===== src/rtl/tql_pkg.sv =====
// ----------------------------------------------------------------------------
// tql_pkg
// Shared types and constants of the tabular Q-learning engine: item and
// result payloads, controller state, command and status bundles.
// ----------------------------------------------------------------------------
`default_nettype none

package tql_pkg;

	localparam int CFG_IDX_W  = 3;
	localparam int CFG_DATA_W = 16;

	// configuration register indexes
	localparam logic [CFG_IDX_W-1:0] REG_LEARNING_RATE     = 3'd0;
	localparam logic [CFG_IDX_W-1:0] REG_DISCOUNT_FACTOR   = 3'd1;
	localparam logic [CFG_IDX_W-1:0] REG_EXPLORATION_START = 3'd2;
	localparam logic [CFG_IDX_W-1:0] REG_EXPLORATION_FLOOR = 3'd3;
	localparam logic [CFG_IDX_W-1:0] REG_EXPLORATION_DECAY = 3'd4;

	// register reset values, unsigned Q0.16
	localparam logic [CFG_DATA_W-1:0] RST_LEARNING_RATE     = 16'd6554;
	localparam logic [CFG_DATA_W-1:0] RST_DISCOUNT_FACTOR   = 16'd58982;
	localparam logic [CFG_DATA_W-1:0] RST_EXPLORATION_START = 16'd6554;
	localparam logic [CFG_DATA_W-1:0] RST_EXPLORATION_FLOOR = 16'd655;
	localparam logic [CFG_DATA_W-1:0] RST_EXPLORATION_DECAY = 16'd65208;

	// round half up before dropping 16 fraction bits
	localparam int ROUND_BIAS = 32768;

	localparam logic [0:0] MODE_SELECT = 1'b0;
	localparam logic [0:0] MODE_UPDATE = 1'b1;

	typedef struct packed {
		logic              mode;
		logic [14:0]       state_index;
		logic [2:0]        action_taken;
		logic signed [31:0] reward;
		logic [14:0]       next_state_index;
		logic [15:0]       explore_draw;
		logic [2:0]        explore_action;
	} item_t;

	typedef struct packed {
		logic [2:0]         chosen_action;
		logic               explored;
		logic signed [31:0] new_q_value;
		logic [15:0]        exploration_now;
		logic               index_error;
	} result_t;

	typedef enum logic [3:0] {
		ST_CLEAR,
		ST_IDLE,
		ST_DECIDE,
		ST_SCAN,
		ST_SCAN_END,
		ST_Q_READ,
		ST_Q_WAIT,
		ST_MUL,
		ST_WRITE,
		ST_RESP
	} state_e;

	typedef struct packed {
		logic clear_step;
		logic accept;
		logic decide;
		logic scan_issue;
		logic q_read;
		logic q_capture;
		logic mul;
		logic write;
		logic finish;
	} cmd_t;

	typedef struct packed {
		logic clear_last;
		logic scan_last;
		logic err;
		logic explore;
		logic mode;
	} status_t;

endpackage

`default_nettype wire


===== src/rtl/tql_ctrl.sv =====
// ----------------------------------------------------------------------------
// tql_ctrl
// Sequencer of the Q-learning engine: table clear after reset, row scan,
// read-modify-write of one entry and result strobe.
// ----------------------------------------------------------------------------
`default_nettype none

module tql_ctrl (
	input  wire logic             clk,
	input  wire logic             arst_n,
	input  wire logic             start,
	input  wire tql_pkg::status_t status,
	output      logic             busy,
	output      tql_pkg::cmd_t    cmd
);

	tql_pkg::state_e state_q, state_d;
	logic            accept;

	// RESP only drives the result register, so a new transaction may enter there
	assign busy   = !(state_q == tql_pkg::ST_IDLE || state_q == tql_pkg::ST_RESP);
	assign accept = start && !busy;

	always_ff @(posedge clk or negedge arst_n) begin
		if (!arst_n) begin
			state_q <= tql_pkg::ST_CLEAR;
		end else begin
			state_q <= state_d;
		end
	end

	always_comb begin
		state_d = state_q;
		unique case (state_q)
			tql_pkg::ST_CLEAR: begin
				if (status.clear_last) state_d = tql_pkg::ST_IDLE;
			end
			tql_pkg::ST_IDLE, tql_pkg::ST_RESP: begin
				state_d = accept ? tql_pkg::ST_DECIDE : tql_pkg::ST_IDLE;
			end
			tql_pkg::ST_DECIDE: begin
				if (status.err || (status.mode == tql_pkg::MODE_SELECT && status.explore))
					state_d = tql_pkg::ST_RESP;
				else
					state_d = tql_pkg::ST_SCAN;
			end
			tql_pkg::ST_SCAN: begin
				if (status.scan_last) state_d = tql_pkg::ST_SCAN_END;
			end
			tql_pkg::ST_SCAN_END: begin
				state_d = (status.mode == tql_pkg::MODE_UPDATE) ? tql_pkg::ST_Q_READ
				                                                 : tql_pkg::ST_RESP;
			end
			tql_pkg::ST_Q_READ: state_d = tql_pkg::ST_Q_WAIT;
			tql_pkg::ST_Q_WAIT: state_d = tql_pkg::ST_MUL;
			tql_pkg::ST_MUL:    state_d = tql_pkg::ST_WRITE;
			tql_pkg::ST_WRITE:  state_d = tql_pkg::ST_RESP;
			default:            state_d = tql_pkg::ST_IDLE;
		endcase
	end

	always_comb begin
		cmd        = '0;
		cmd.accept = accept;
		unique case (state_q)
			tql_pkg::ST_CLEAR:  cmd.clear_step = 1'b1;
			tql_pkg::ST_DECIDE: cmd.decide     = 1'b1;
			tql_pkg::ST_SCAN:   cmd.scan_issue = 1'b1;
			tql_pkg::ST_Q_READ: cmd.q_read     = 1'b1;
			tql_pkg::ST_Q_WAIT: cmd.q_capture  = 1'b1;
			tql_pkg::ST_MUL:    cmd.mul        = 1'b1;
			tql_pkg::ST_WRITE:  cmd.write      = 1'b1;
			tql_pkg::ST_RESP:   cmd.finish     = 1'b1;
			default: ;
		endcase
	end

	a_scan_end_after_last: assert property (@(posedge clk) disable iff (!arst_n)
		state_q == tql_pkg::ST_SCAN_END |->
			$past(state_q == tql_pkg::ST_SCAN) && $past(status.scan_last))
		else $error("scan ended before the last entry was issued");

	a_no_accept_in_clear: assert property (@(posedge clk) disable iff (!arst_n)
		state_q == tql_pkg::ST_CLEAR |=> !$past(cmd.accept))
		else $error("transaction accepted during table clear");

endmodule

`default_nettype wire


===== config.mk =====
export PLATFORM = sky130hd
export DESIGN_NAME = tql_ctrl
export DESIGN_NICKNAME = d
export VERILOG_FILES = /design/src/rtl/tql_pkg.sv /design/src/rtl/tql_ctrl.sv
export SDC_FILE = /design/constraint.sdc
export NUM_CORES = 1
export LEC_CHECK = 0
export ABC_AREA = 1
export BUFFER_PORTS_ARGS = -buffer_cell sky130_fd_sc_hd__buf_2
export CAP_MARGIN = 40
export CORE_AREA = 2 2 39 41
export DETAILED_ROUTE_END_ITERATION = 10
export DIE_AREA = 0 0 41 43
export SETUP_SLACK_MARGIN = 0.3
export SYNTH_ARGS = -nofsm -noshare
export SYNTH_HDL_FRONTEND = slang
export SYNTH_SLANG_ARGS = --single-unit

===== constraint.sdc =====
create_clock -name clk -period 2.7 [get_ports clk]
set_input_delay 0.135 -clock clk [delete_from_list [all_inputs] [get_ports clk]]
set_output_delay 0.135 -clock clk [all_outputs]
set_load 0.005 [all_outputs]

## Word-level counts from Yosys, hierarchy flattened

Cells that the tools add are included.

| operators by class | value |
|---|---|
| add/sub/neg operators | 0 |
| multiply operators | 0 |
| div/mod/pow operators | 0 |
| $lt $le $gt $ge | 0 |
| eq/ne operators | 11 |
| shifts and indexed selects | 0 |
| muxes and demuxes | 14 |
| bitwise logic cells | 1 |
| reduce and logical (&&, ||, !) cells | 8 |

Operators by type and width:

| operator | count |
|---|---|
| case mux 4 bit (9 select lines) | 1 |
| equality test 4 x 3 -> 1 bit (second input constant) | 4 |
| 2-to-1 mux 4 bit | 4 |
| equality test 4 x 2 -> 1 bit (second input constant) | 2 |
| equality test 4 bit (second input constant) | 2 |
| 2-to-1 mux 1 bit | 8 |
| equality test 4 x 1 -> 1 bit (second input constant) | 1 |
| zero test 4 bit | 1 |
| != test 2 bit (second input constant) | 2 |
| logical AND 1 bit | 2 |
| logical OR 1 bit | 2 |
| 2-to-1 mux 2 bit | 1 |
| AND reduction 2 bit | 1 |
| OR reduction 2 bit | 1 |
| zero test 1 bit | 1 |
| inverter 1 bit | 1 |

| storage, ports and cells | value |
|---|---|
| flip-flop bits (word level) | 4 |
| latch bits | 0 |
| bits in writable memories | 0 |
| bits in read-only memories | 0 |
| input port bits | 8 |
| output and inout bits | 10 |
| word-level logic and storage cells | 35 |
| memories kept | 0 |

## Logic depth before layout (Yosys ltp)

Gate-level depths: netlist of run 1.

| depth | value |
|---|---|
| depth in word-level cells | 5 |
| gate-level depth with buffers | 9 |

## Worst setup path after synthesis of run 1

Ideal clock, no wire load.

| timing | value |
|---|---|
| path kind | reg2reg |
| start point | register state_q[3] |
| end point | register state_q[0] |
| data arrival time | 986 ps |
| required time | 2584 ps |
| path slack | 1598 ps |
| cell stages (with the launch flop) | 9 |
| buffers on the path | 0 |
| cell sequence | dfrtp_1 inv_2 nand2_2 nor2_1 nand2_1 nand2_1 inv_1 nand2_1 nand2_1 |

| on the way | value |
|---|---|
| cells in the longest elaborated chain, start to end | 5 |

RTL lines:

| what | RTL line | text |
|---|---|---|
| start, declared | tql_ctrl.sv:17 | `tql_pkg::state_e state_q, state_d;` |
| start signal, assigned | tql_ctrl.sv:26 | `state_q <= tql_pkg::ST_CLEAR;` |
| start signal, assigned | tql_ctrl.sv:28 | `state_q <= state_d;` |
| equality test 4 x 1 -> 1 bit or equality test 4 bit (tied branches) | tql_ctrl.sv:21, tql_ctrl.sv:34 |  |
| logical OR 1 bit | tql_ctrl.sv:21 | `assign busy = !(state_q == tql_pkg::ST_IDLE \|\| state_q == tql_pkg::ST_RESP);` |
| logical AND 1 bit | tql_ctrl.sv:22 | `assign accept = start && !busy;` |
| 2-to-1 mux 2 bit | tql_ctrl.sv:39 | `state_d = accept ? tql_pkg::ST_DECIDE : tql_pkg::ST_IDLE;` |
| case mux 4 bit (9 select lines) | tql_ctrl.sv:34 | `unique case (state_q)` |

Several ways; a longest one is shown, not always the timed one.
A chain may end at the register's enable or synchronous reset.

==> impl_summary.txt, run 1 <==
----------------------------------------------------
[Cells and area]
  Ratio of cells with drive above 1 in the final layout ... 0.369
  Fill cell total of the finished layout ... roughly 150
  Area delta synth->final ... 34.4%
  Largest register FFs ... 4
  Registers with the most flip-flops ... state_q x4
  Antenna Diode Count ... 0
  Most flops, register ... state_q
  Post-layout net count ... 94

[GRT]
  Overflow after GRT ... 0
  Global routing's busiest layer ... met2
  Total track usage ... 0.104
  Maximum number of pins on one net before global-route repair ... 6
  Vias in the first global route ... about 330
  GR Layer Usage met1 ... 0.134
  Global routing usage on met2 ... 0.138
  Met3 demand-to-capacity share in global routing ... 0.0314
  Antenna violations before repair ... 0
  Global-route wire length before repair ... approximately 1.2 mm

[Floorplan]
  Top Ports ... 18
  Total die area ... roughly 1800 um2
  Die width ... a little over 40 um
  Core Rows ... 14
  Height of the die ... 43 um
  Initial Utilization ... 0.273
  Placeable Area ... around 1400 um2

[Worst setup path]
  Data arrival at the endpoint of the critical path ... around 1.2 ns
  Worst setup EP type ... output pin
  Type of element launching the critical path ... register
  Data required time of the worst path ... roughly 2.6 ns
  Maximum fanout encountered on the critical timing path ... 5
  CP Class ... reg -> out

[Run status]
  Outcome ... finished, final reports clean

[Timing]
  Final-report hold violation count ... 0
  Remaining max-slew budget at the tightest pin ... 0.843
  Setup violations, final ... 0
  Setup repair after global routing missed its margin ... no
  Shortest period the worst path allows ... roughly 1.3 ns
  Final sum of negative setup slack ... 0 ns
  Final critical-path share of the clock period ... 0.492
  Maximum frequency from static timing analysis ... about 750 MHz
  Slew @ Worst Pin ... roughly 0.23 ns
  Total count of max-transition violations in the final report ... 0
  Clock tree skew after final layout ... 0.00419 ns

[Synthesis]
  Sequential element share of the synthesized area ... 0.265
  Yosys top cell by area ... sky130_fd_sc_hd__dfrtp_1
  Register bit total from synthesis ... 4
  Ys async rst share ... 1.00
  Post-Synthesis Mean Instance Area ... a little under 6 um2
  Net count after synthesis ... around 70
  Cells taking the most area after synthesis ... sky130_fd_sc_hd__dfrtp_1 (26%), sky130_fd_sc_hd__inv_1 (15%), sky130_fd_sc_hd__nand2_1 (14%), sky130_fd_sc_hd__nor2_1 (9.9%), sky130_fd_sc_hd__nand2_2 (8.3%)
  Leading register cell type out of synthesis ... sky130_fd_sc_hd__dfrtp_1
  Most frequent cell after synthesis ... sky130_fd_sc_hd__inv_1
  Number of warnings printed during yosys synthesis ... 0
  Top cell type's share of synthesized area ... 0.265
  Number of flops mapped to enable cells by yosys ... 0
  Number of distinct library cells after synthesis ... 13
  Most frequent cells after synthesis ... sky130_fd_sc_hd__inv_1 (15), sky130_fd_sc_hd__nand2_1 (14), sky130_fd_sc_hd__nor2_1 (10), sky130_fd_sc_hd__nand2_2 (5)
  Post-synthesis cell area ... 378 um2
  Cells after synthesis ... 64

[Clock tree]
  TritonCTS clock tree ... built
  Cell at the root of the clock tree ... sky130_fd_sc_hd__clkbuf_4
  Clock latency on the worst-skew pair ... 0.23 ns
  H-Tree Depth ... 1
  Clock Path Buffers ... 2
  CTS sink count ... 4
  Number of CTS-inserted buffers ... 3
  Register clock-pin slew on the reported worst setup and hold paths ... 0.04 ns
  Number of hold buffers added after CTS ... 1
  Number of instances resized during post-cts repair ... 0
  Post-CTS setup buffer count ... 0

[Power and ir drop]
  Power density over the cells ... just over 1000 nW/um2
  Worst vdd ir ... 0.000522 V
  Power consumption ... between 0.5 and 0.6 mW
  Leakage power total ... about 0.36 nW

[Placement]
  Placer Congestion ... 0.764
  HPWL Detailed ... 692 um
  Count of input and output buffers ... 17

[Route]
  DR iter-0 viols ... 9
  DRC ... 0
  Total via count after detailed routing ... between 400 and 500
  Post-detailed-route count of antenna-violating nets ... 0
  Final routed wire length divided by cell count ... around 8.0 um
  Average via count per standard cell ... 4.15
  Final wirelength ... 801 um
  TritonRoute pass-1 iters ... 4

[Run]
  Number of maximum-capacitance constraint violations ... 0

[Hold path]
  Path type of the worst min-delay path ... in -> reg

----------------------------------------------------
[per-stage QoR]
stage,utilization,worst slack (ns),cells,cell area (um2),hold slack [ns]
after floorplan,-,1.60,64,378,-0.161
after global placement,0.344,1.55,96,475,-0.0570
final,0.367,1.37,100,508,0.172
after detailed placement,0.344,1.55,96,475,-0.0575
after CTS,0.367,1.36,100,508,0.165
after global routing,0.367,1.28,100,508,0.182
[critical path, stage by stage, from the launching register on]
cell and delay [ns]:
sky130_fd_sc_hd__dfrtp_1 0.42, sky130_fd_sc_hd__inv_1 0.07, sky130_fd_sc_hd__nor2_2 0.14, sky130_fd_sc_hd__inv_1 0.08
sky130_fd_sc_hd__nor2_1 0.12, sky130_fd_sc_hd__buf_2 0.13
[cell families after synthesis]
group	Yosys count	synth area share
AND/OR/NAND/NOR	37	0.467
buffers and inverters	18	0.189
AO/OA/AOI/OAI	5	0.0795
flip-flops	4	0.265
[power by group]
part           switching (mW)  internal, mW  total, mW
clock                  0.0235        0.0497     0.0731
combinational           0.199         0.126      0.326
sequential             0.0308        0.0885      0.119
total                   0.254         0.264      0.518
[layer usage]
| metal | routed length [um] | up-vias | part of all wire |
|---|---|---|---|
| met5 | 0 | - | 0 |
| li1 | - | 227 | - |
| met4 | 0 | 0 | 0 |
| met1 | 384 | 179 | 0.48 |
| met3 | 37 | 0 | 0.046 |
| met2 | 380 | 9 | 0.47 |
[placed cells by master (no fill, tap or decap), types with 2 or more instances in the layout]
| cell | n |
|---|---|
| sky130_fd_sc_hd__nand2_1 | 14 |
| sky130_fd_sc_hd__inv_2 | 2 |
| sky130_fd_sc_hd__dfrtp_1 | 4 |
| sky130_fd_sc_hd__buf_2 | 17 |
| sky130_fd_sc_hd__nand3_1 | 4 |
| sky130_fd_sc_hd__clkbuf_4 | 3 |
| sky130_fd_sc_hd__nor2_1 | 10 |
| sky130_fd_sc_hd__inv_1 | 15 |
| sky130_fd_sc_hd__nand2_2 | 5 |
| sky130_fd_sc_hd__nor2_2 | 2 |
| sky130_fd_sc_hd__a21oi_1 | 3 |
| sky130_fd_sc_hd__nor2_4 | 2 |
[area by class of cell]
type	count	area, um2	area share
Tap cell	16	20.0	0.0394
Timing Repair Buffer	18	95.1	0.187
Sequential cell	4	100	0.197
Inverter	17	63.8	0.126
Multi-Input combinational cell	42	206	0.406
Clock buffer	3	22.5	0.0443
[worst paths after layout]
kind                             from  cells past startpoint         end  slack (ns)
max                        state_q[1]                      5      cmd[6]        1.37
min                         status[3]                      4  state_q[0]        0.17
max reg2reg                state_q[1]                      8  state_q[0]        1.51
min reg2reg                state_q[0]                      3  state_q[3]        0.67
max in group asynchronous      arst_n                      2  state_q[0]        2.35
min in group asynchronous      arst_n                      2  state_q[3]        0.23
Power figures use the tool's default switching activity.
==> inputs of run 2 (changes only) <==
- clock period: 2.7 -> 1.2 ns (I/O delays scaled with it)
==> run 2 against run 1 <==
The run now ends with negative setup slack left. Clock skew down 0.0011 ns. Count of clock-buffer cells in the layout is the same. Register-to-register slack got worse by 1.5 ns. Critical path depth up 4. Via count rose by 6.5%. Sequential cell count is the same. Highest routed layer unchanged. Clock power rose by 120%. Hold slack got worse by 0.077 ns. Routed wire length increased by 20%.
==> impl_summary.txt, run 2 (same netlist as run 1, synthesis figures left out) <==
----------------------------------------------------
[Floorplan]
  Placeable Area ... 1380 um2 (unchanged)
  Total die area ... 1760 um2 (unchanged)
  Core Rows ... 14 (unchanged)
  Top Ports ... 18 (unchanged)
  Die width ... 41 um (unchanged)
  Height of the die ... 43 um (unchanged)
  Initial Utilization ... 0.273 (unchanged)

[Placement]
  Count of placed standard cells including taps ... 96 (unchanged)
  HPWL Detailed ... 674 um (was 692 um)
  Placer Congestion ... 0.822 (was 0.764)
  Count of input and output buffers ... 17 (unchanged)

[Clock tree]
  Cell at the root of the clock tree ... sky130_fd_sc_hd__clkbuf_4 (unchanged)
  Number of CTS-inserted buffers ... 3 (unchanged)
  H-Tree Depth ... 1 (unchanged)
  Register clock-pin slew on the reported worst setup and hold paths ... 0.04 ns (about the same)
  TritonCTS clock tree ... built (unchanged)
  Clock latency on the worst-skew pair ... 0.23 ns (about the same)
  CTS sink count ... 4 (unchanged)
  Clock Path Buffers ... 2 (unchanged)

[Power and ir drop]
  Sw frac ... 0.498 (was 0.490)
  Power density over the cells ... 2410 nW/um2 (was 1020 nW/um2)
  Leakage power total ... 0.370 nW (was 0.358 nW)
  Worst vdd ir ... 0.00114 V (was 0.000522 V)
  Combinational share of power ... 0.668 (was 0.629)
  Total net switching power ... 0.715 mW (was 0.254 mW)
  Sequential fraction of design power ... 0.217 (was 0.230)
  Power consumption ... 1.44 mW (was 0.518 mW)
  Internal power ... 0.721 mW (was 0.264 mW)
  Proportion of power drawn by the clock network ... 0.114 (was 0.141)

[Worst setup path]
  Peak per-stage delay on the critical path ... 0.46 ns (was 0.42 ns)
  Type of element launching the critical path ... register (unchanged)
  Slowest cell on the critical path ... sky130_fd_sc_hd__dfrtp_2 (was sky130_fd_sc_hd__dfrtp_1)
  Series of cell instances along the critical path ... nand2_1, inv_1, nand2_1, nand2_1, nor2_1, nand2_1, nand2_1, nand2_1, nand2_1 (was inv_1, nor2_2, inv_1, nor2_1, buf_2)
  CP Class ... reg -> reg (was reg -> out)
  Dominant delay contributor by cell family on the critical path ... simple AND/OR/NAND/NOR gates (was flip-flops)
  Register-to-register setup slack ... -0.00003 ns (was 1.51 ns)
  Data arrival at the endpoint of the critical path ... 1.37 ns (was 1.19 ns)
  Cell repeated most along the worst path ... sky130_fd_sc_hd__nand2_1 (was sky130_fd_sc_hd__inv_1)
  Data required time of the worst path ... 1.37 ns (was 2.57 ns)
  Count of buffering cells on the critical path with inverters included ... 1 (was 3)
  Worst setup EP type ... register (was output pin)
  Worst R2R Start ... state_q[1] (unchanged)
  Maximum fanout encountered on the critical timing path ... 5 (unchanged)
  Critical R2R Capture ... state_q[0] (unchanged)
  R2R cell count ... 9 (was 8)

[Cells and area]
  Largest register FFs ... 4 (unchanged)
  Post-layout net count ... 97 (was 94)
  Most frequent cells in the layout ... sky130_fd_sc_hd__buf_2 (15), sky130_fd_sc_hd__nand2_1 (12), sky130_fd_sc_hd__inv_1 (9), sky130_fd_sc_hd__inv_2 (7), sky130_fd_sc_hd__nor2_1 (7) (was sky130_fd_sc_hd__buf_2 (17), sky130_fd_sc_hd__inv_1 (15), sky130_fd_sc_hd__nand2_1 (14), sky130_fd_sc_hd__nor2_1 (10), sky130_fd_sc_hd__nand2_2 (5))
  Area taken by multi-input logic gates ... 254 um2 (was 206 um2)
  Ratio of cells with drive above 1 in the final layout ... 0.563 (was 0.369)
  Area delta synth->final ... 57.6% (was 34.4%)
  Antenna Diode Count ... 0 (unchanged)
  Most frequent standard cell in the layout excluding fill and tap cells ... sky130_fd_sc_hd__buf_2 (unchanged)
  Fill cell total of the finished layout ... 154 (unchanged)
  Registers with the most flip-flops ... state_q x4 (unchanged)
  Post-route insts no fill ... 103 (was 100)
  Most flops, register ... state_q (unchanged)
  Area used by sequential logic in the layout ... 103 um2 (was 100 um2)

[Route]
  Average via count per standard cell ... 4.29 (was 4.15)
  DRC ... 0 (unchanged)
  Final routed wire length divided by cell count ... 9.34 um (was 8.01 um)
  TritonRoute pass-1 iters ... 3 (was 4)
  DR iter-0 viols ... 10 (was 9)
  Final wirelength ... 962 um (was 801 um)
  Total via count after detailed routing ... 442 (was 415)
  Post-detailed-route count of antenna-violating nets ... 0 (unchanged)

[Timing]
  Shortest period the worst path allows ... 1.20 ns
  Clock tree skew after final layout ... 0.00312 ns (was 0.00419 ns)
  Final WS setup ... -0.0000339 ns (was 1.37 ns)
  Final-report hold violation count ... 0 (unchanged)
  Final critical-path share of the clock period ... 1.00
  Slew @ Worst Pin ... 0.236 ns (was 0.233 ns)
  Setup repair after global routing missed its margin ... yes (was no)
  Total count of max-transition violations in the final report ... 0 (unchanged)
  Setup violations, final ... 1 (was 0)
  Remaining max-slew budget at the tightest pin ... 0.841 (was 0.843)
  Maximum frequency from static timing analysis ... 833 MHz

[Hold path]
  Path type of the worst min-delay path ... in -> reg (unchanged)
  Worst hold stages ... 4 (unchanged)
  Min-delay src ... status[3] (unchanged)
  Endpoint, Worst Hold ... state_q[0] (unchanged)

[GRT]
  Vias in the first global route ... 383 (was 327)
  Antenna violations before repair ... 0 (unchanged)
  Overflow after GRT ... 0 (unchanged)
  Global-route wire length before repair ... 1.49 mm (was 1.20 mm)
  Total track usage ... 0.133 (was 0.104)
  Maximum number of pins on one net before global-route repair ... 6 (unchanged)

[Run status]
  Outcome ... finished with violations (was finished, final reports clean)
  Failing checks ... negative setup slack

[Run]
  Number of maximum-capacitance constraint violations ... 0 (unchanged)

----------------------------------------------------
-- run 2: worst register-to-register path: cells and delay by family, from the launching register on --
kind | cells | cell delay, ns
buffers and inverters | 1 | 0.06
flip-flops | 1 | 0.46
AND/OR/NAND/NOR | 8 | 0.61
-- run 2: worst max-delay path by stage --
| stage | cells past startpoint | end | start | slack, ns |
|---|---|---|---|---|
| after CTS | 5 | cmd[0] | state_q[0] | 0.007 |
| after detailed placement | 9 | state_q[0] | state_q[1] | 0.03 |
| final | 9 | state_q[0] | state_q[1] | -0.00003 |
| after global placement | 9 | state_q[0] | state_q[1] | 0.03 |
| after floorplan | 8 | state_q[0] | state_q[3] | 0.13 |
| after global routing | 4 | cmd[0] | state_q[1] | -0.09 |
-- run 2: power by group through the flow --
stage / clock, mW / combinational, mW / sequential, mW
floorplan: 0 / 0.573 / 0.261
global placement: 0 / 0.761 / 0.270
detailed placement: 0 / 0.760 / 0.273
CTS: 0.173 / 0.892 / 0.295
global route: 0.190 / 1.09 / 0.324
finish: 0.164 / 0.959 / 0.312
-- run 2: per-layer routing --
layer	global-route usage	part of all wire	vias up
li1	-	-	234
met1	0.140	0.43	199
met2	0.213	0.53	9
met3	0.0628	0.047	0
met4	0.0600	0	0
met5	0	0	-
-- run 2: layout make-up --
type / instances / area share
multi-input cells: 42 / 0.426
inverters: 17 / 0.111
well taps: 16 / 0.0336
clock buffers: 3 / 0.0378
flip-flops and latches: 4 / 0.172
repair buffers: 21 / 0.218
-- run 2: through the flow --
step / util / instance area (um2) / hold slack [ns] / setup TNS (ns) / worst slack (ns)
3_3_place_gp: 0.347 / 480 / -0.133 / 0 / 0.0340
5_1_grt: 0.430 / 596 / 0.102 / -0.494 / -0.0937
3_5_place_dp: 0.347 / 480 / -0.132 / 0 / 0.0308
4_1_cts: 0.410 / 568 / 0.0930 / 0 / 0.00704
6_report: 0.430 / 596 / 0.0954 / -0.0000339 / -0.0000339
2_1_floorplan: - / 383 / -0.236 / 0 / 0.129
-- run 2: what timing repair did --
| action | CTS | global route |
|---|---|---|
| setup buffers | 3 | 0 |
| gates resized for setup | 11 | 10 |
| hold buffers | 1 | 0 |
| pin swaps | 2 | 5 |
| endpoints found under the setup margin | 14 | 14 |
| hold endpoints to repair | 4 | 0 |
==> inputs of run 3 (changes only) <==
- BUFFER_PORTS_ARGS: -buffer_cell sky130_fd_sc_hd__buf_2 -> -buffer_cell sky130_fd_sc_hd__buf_4
- SKIP_CTS_REPAIR_TIMING: unset -> 1
==> run 3 against run 2 <==
The run now ends clean. Combinational power rose by 2.5%. Register-to-register slack improved by 0.03 ns. Worst setup slack better by 0.0070 ns. Core utilization grew 1.3 points. Largest cell class unchanged.
==> impl_summary.txt, run 3 (same netlist as run 1, synthesis figures left out) <==
----------------------------------------------------
[Route]
  Post-detailed-route count of antenna-violating nets ... 0 (unchanged)
  Wire length on met2 ... 499 um (was 507 um)
  TritonRoute pass-1 iters ... 4 (was 3)
  Final routed wire length divided by cell count ... 9.22 um (was 9.34 um)
  Total via count after detailed routing ... 440 (was 442)
  DR iter-0 viols ... 4 (was 10)
  Average via count per standard cell ... 4.36 (was 4.29)
  Highest Signal Layer ... met3 (unchanged)
  DRC ... 0 (unchanged)
  Wire length on met1 ... 374 um (was 409 um)
  Sum of met3 wire segment lengths after detailed routing ... 56 um (was 45 um)
  Final wirelength ... 931 um (was 962 um)

[Clock tree]
  Cell at the root of the clock tree ... sky130_fd_sc_hd__clkbuf_4 (unchanged)
  Clock Path Buffers ... 2 (unchanged)
  TritonCTS clock tree ... built (unchanged)
  H-Tree Depth ... 1 (unchanged)
  CTS sink count ... 4 (unchanged)
  Clock latency on the worst-skew pair ... 0.23 ns (about the same)
  Number of CTS-inserted buffers ... 3 (unchanged)
  Register clock-pin slew on the reported worst setup and hold paths ... 0.04 ns (about the same)

[Cells and area]
  Largest register FFs ... 4 (unchanged)
  End-of-flow core utilization ... 0.443 (was 0.430)
  Registers with the most flip-flops ... state_q x4 (unchanged)
  Fill cell total of the finished layout ... 157 (was 154)
  Area taken by multi-input logic gates ... 241 um2 (was 254 um2)
  Most frequent cells in the layout ... sky130_fd_sc_hd__buf_4 (14), sky130_fd_sc_hd__nand2_1 (13), sky130_fd_sc_hd__inv_1 (10), sky130_fd_sc_hd__inv_2 (6) (was sky130_fd_sc_hd__buf_2 (15), sky130_fd_sc_hd__nand2_1 (12), sky130_fd_sc_hd__inv_1 (9), sky130_fd_sc_hd__inv_2 (7), sky130_fd_sc_hd__nor2_1 (7))
  Most frequent standard cell in the layout excluding fill and tap cells ... sky130_fd_sc_hd__buf_4 (was sky130_fd_sc_hd__buf_2)
  Most flops, register ... state_q (unchanged)
  Area used by sequential logic in the layout ... 103 um2 (unchanged)
  Area delta synth->final ... 62.3% (was 57.6%)
  Post-layout net count ... 95 (was 97)
  Ratio of cells with drive above 1 in the final layout ... 0.541 (was 0.563)
  Antenna Diode Count ... 0 (unchanged)

[Floorplan]
  Initial Utilization ... 0.273 (unchanged)
  Height of the die ... 43 um (unchanged)
  Top Ports ... 18 (unchanged)
  Core Rows ... 14 (unchanged)
  Total die area ... 1760 um2 (unchanged)
  Die width ... 41 um (unchanged)
  Placeable Area ... 1380 um2 (unchanged)

[Worst setup path]
  Slowest cell on the critical path ... sky130_fd_sc_hd__dfrtp_2 (unchanged)
  Dominant delay contributor by cell family on the critical path ... flip-flops (was simple AND/OR/NAND/NOR gates)
  Data required time of the worst path ... 1.14 ns (was 1.37 ns)
  Count of buffering cells on the critical path with inverters included ... 1 (unchanged)
  Type of element launching the critical path ... register (unchanged)
  Data arrival at the endpoint of the critical path ... 1.13 ns (was 1.37 ns)
  Maximum fanout encountered on the critical timing path ... 5 (unchanged)
  CP Class ... reg -> out (was reg -> reg)
  Series of cell instances along the critical path ... nor2_4, nand2_2, nor2_2, buf_4 (was nand2_1, inv_1, nand2_1, nand2_1, nor2_1, nand2_1, nand2_1, nand2_1, nand2_1)
  Peak per-stage delay on the critical path ... 0.45 ns (was 0.46 ns)
  Worst setup EP type ... output pin (was register)

[Placement]
  Placer Congestion ... 0.774 (was 0.822)
  Count of input and output buffers ... 17 (unchanged)
  HPWL Detailed ... 726 um (was 674 um)

[Power and ir drop]
  Worst vdd ir ... 0.00134 V (was 0.00114 V)
  Power density over the cells ... 2360 nW/um2 (was 2410 nW/um2)
  Leakage power total ... 0.371 nW (was 0.370 nW)
  Power consumption ... 1.45 mW (was 1.44 mW)

[Hold path]
  Path type of the worst min-delay path ... in -> reg (unchanged)

[Timing]
  Final critical-path share of the clock period ... 0.994 (was 1.00)
  Setup repair after global routing missed its margin ... yes (unchanged)
  Final-report hold violation count ... 0 (unchanged)
  Clock tree skew after final layout ... 0.00320 ns (was 0.00312 ns)
  Slew @ Worst Pin ... 0.217 ns (was 0.236 ns)
  Setup violations, final ... 0 (was 1)
  Final sum of negative setup slack ... 0 ns (was -0.0000339 ns)
  Remaining max-slew budget at the tightest pin ... 0.854 (was 0.841)
  Shortest period the worst path allows ... 1.19 ns (was 1.20 ns)
  Worst hold margin ... 0.0993 ns (was 0.0954 ns)
  Total count of max-transition violations in the final report ... 0 (unchanged)
  Maximum frequency from static timing analysis ... 838 MHz (was 833 MHz)

[GRT]
  Maximum number of pins on one net before global-route repair ... 6 (unchanged)
  Vias in the first global route ... 353 (was 383)
  Global-route wire length before repair ... 1.33 mm (was 1.49 mm)
  Total track usage ... 0.112 (was 0.133)
  Overflow after GRT ... 0 (unchanged)
  Antenna violations before repair ... 0 (unchanged)

[Run]
  Number of maximum-capacitance constraint violations ... 0 (unchanged)

[Run status]
  Outcome ... finished, final reports clean (was finished with violations)

----------------------------------------------------
-- run 3: cell count changes in the layout (fill, tap and decap cells not counted), sizes merged --
cell | previous run | this run
buf | 20 | 18
-- run 3: through the flow --
stage          std cells  worst slack, ns  cell area, um2
2_1_floorplan         64            0.129             383
6_report             101          0.00702             613
4_1_cts               99          -0.0687             546
3_5_place_dp          96           0.0257             523
5_1_grt              101          -0.0603             613
3_3_place_gp          96           0.0413             523
-- run 3: cell type report --
| cell class | instances | share of cell area |
|---|---|---|
| Clock buffer | 3 | 0.0367 |
| Sequential cell | 4 | 0.167 |
| Timing Repair Buffer | 19 | 0.261 |
| Tap cell | 16 | 0.0327 |
| Inverter | 17 | 0.108 |
| Multi-Input combinational cell | 42 | 0.394 |
-- run 3: worst min-delay path: cells and delay by family --
kind / cells / cell delay [ns]
buffers and inverters: 2 / 0.10
and+or+nand+nor: 2 / 0.12
-- run 3: where the power goes --
| group | leakage, nW | internal (mW) | switching (mW) |
|---|---|---|---|
| sequential | 0.0486 | 0.206 | 0.0974 |
| combinational | 0.308 | 0.438 | 0.545 |
| clock | 0.0138 | 0.111 | 0.0496 |
| total | 0.371 | 0.755 | 0.692 |
-- run 3: path summary, 6_finish.rpt --
check | slack (ns) | start | cells past startpoint | to
setup reg to reg | 0.03 | state_q[0] | 8 | state_q[0]
setup / recovery | 0.007 | state_q[1] | 4 | cmd[0]
min in group asynchronous | 0.16 | arst_n | 2 | state_q[3]
hold reg to reg | 0.65 | state_q[0] | 3 | state_q[3]
max in group asynchronous | 0.93 | arst_n | 2 | state_q[0]
hold / removal | 0.1 | status[3] | 4 | state_q[0]
-- run 3: routing by layer --
layer  track usage  vias to the layer above
met1         0.143                      195
met2         0.163                       15
met5             0                        -
met4        0.0400                        0
li1              -                      230
met3        0.0471                        0
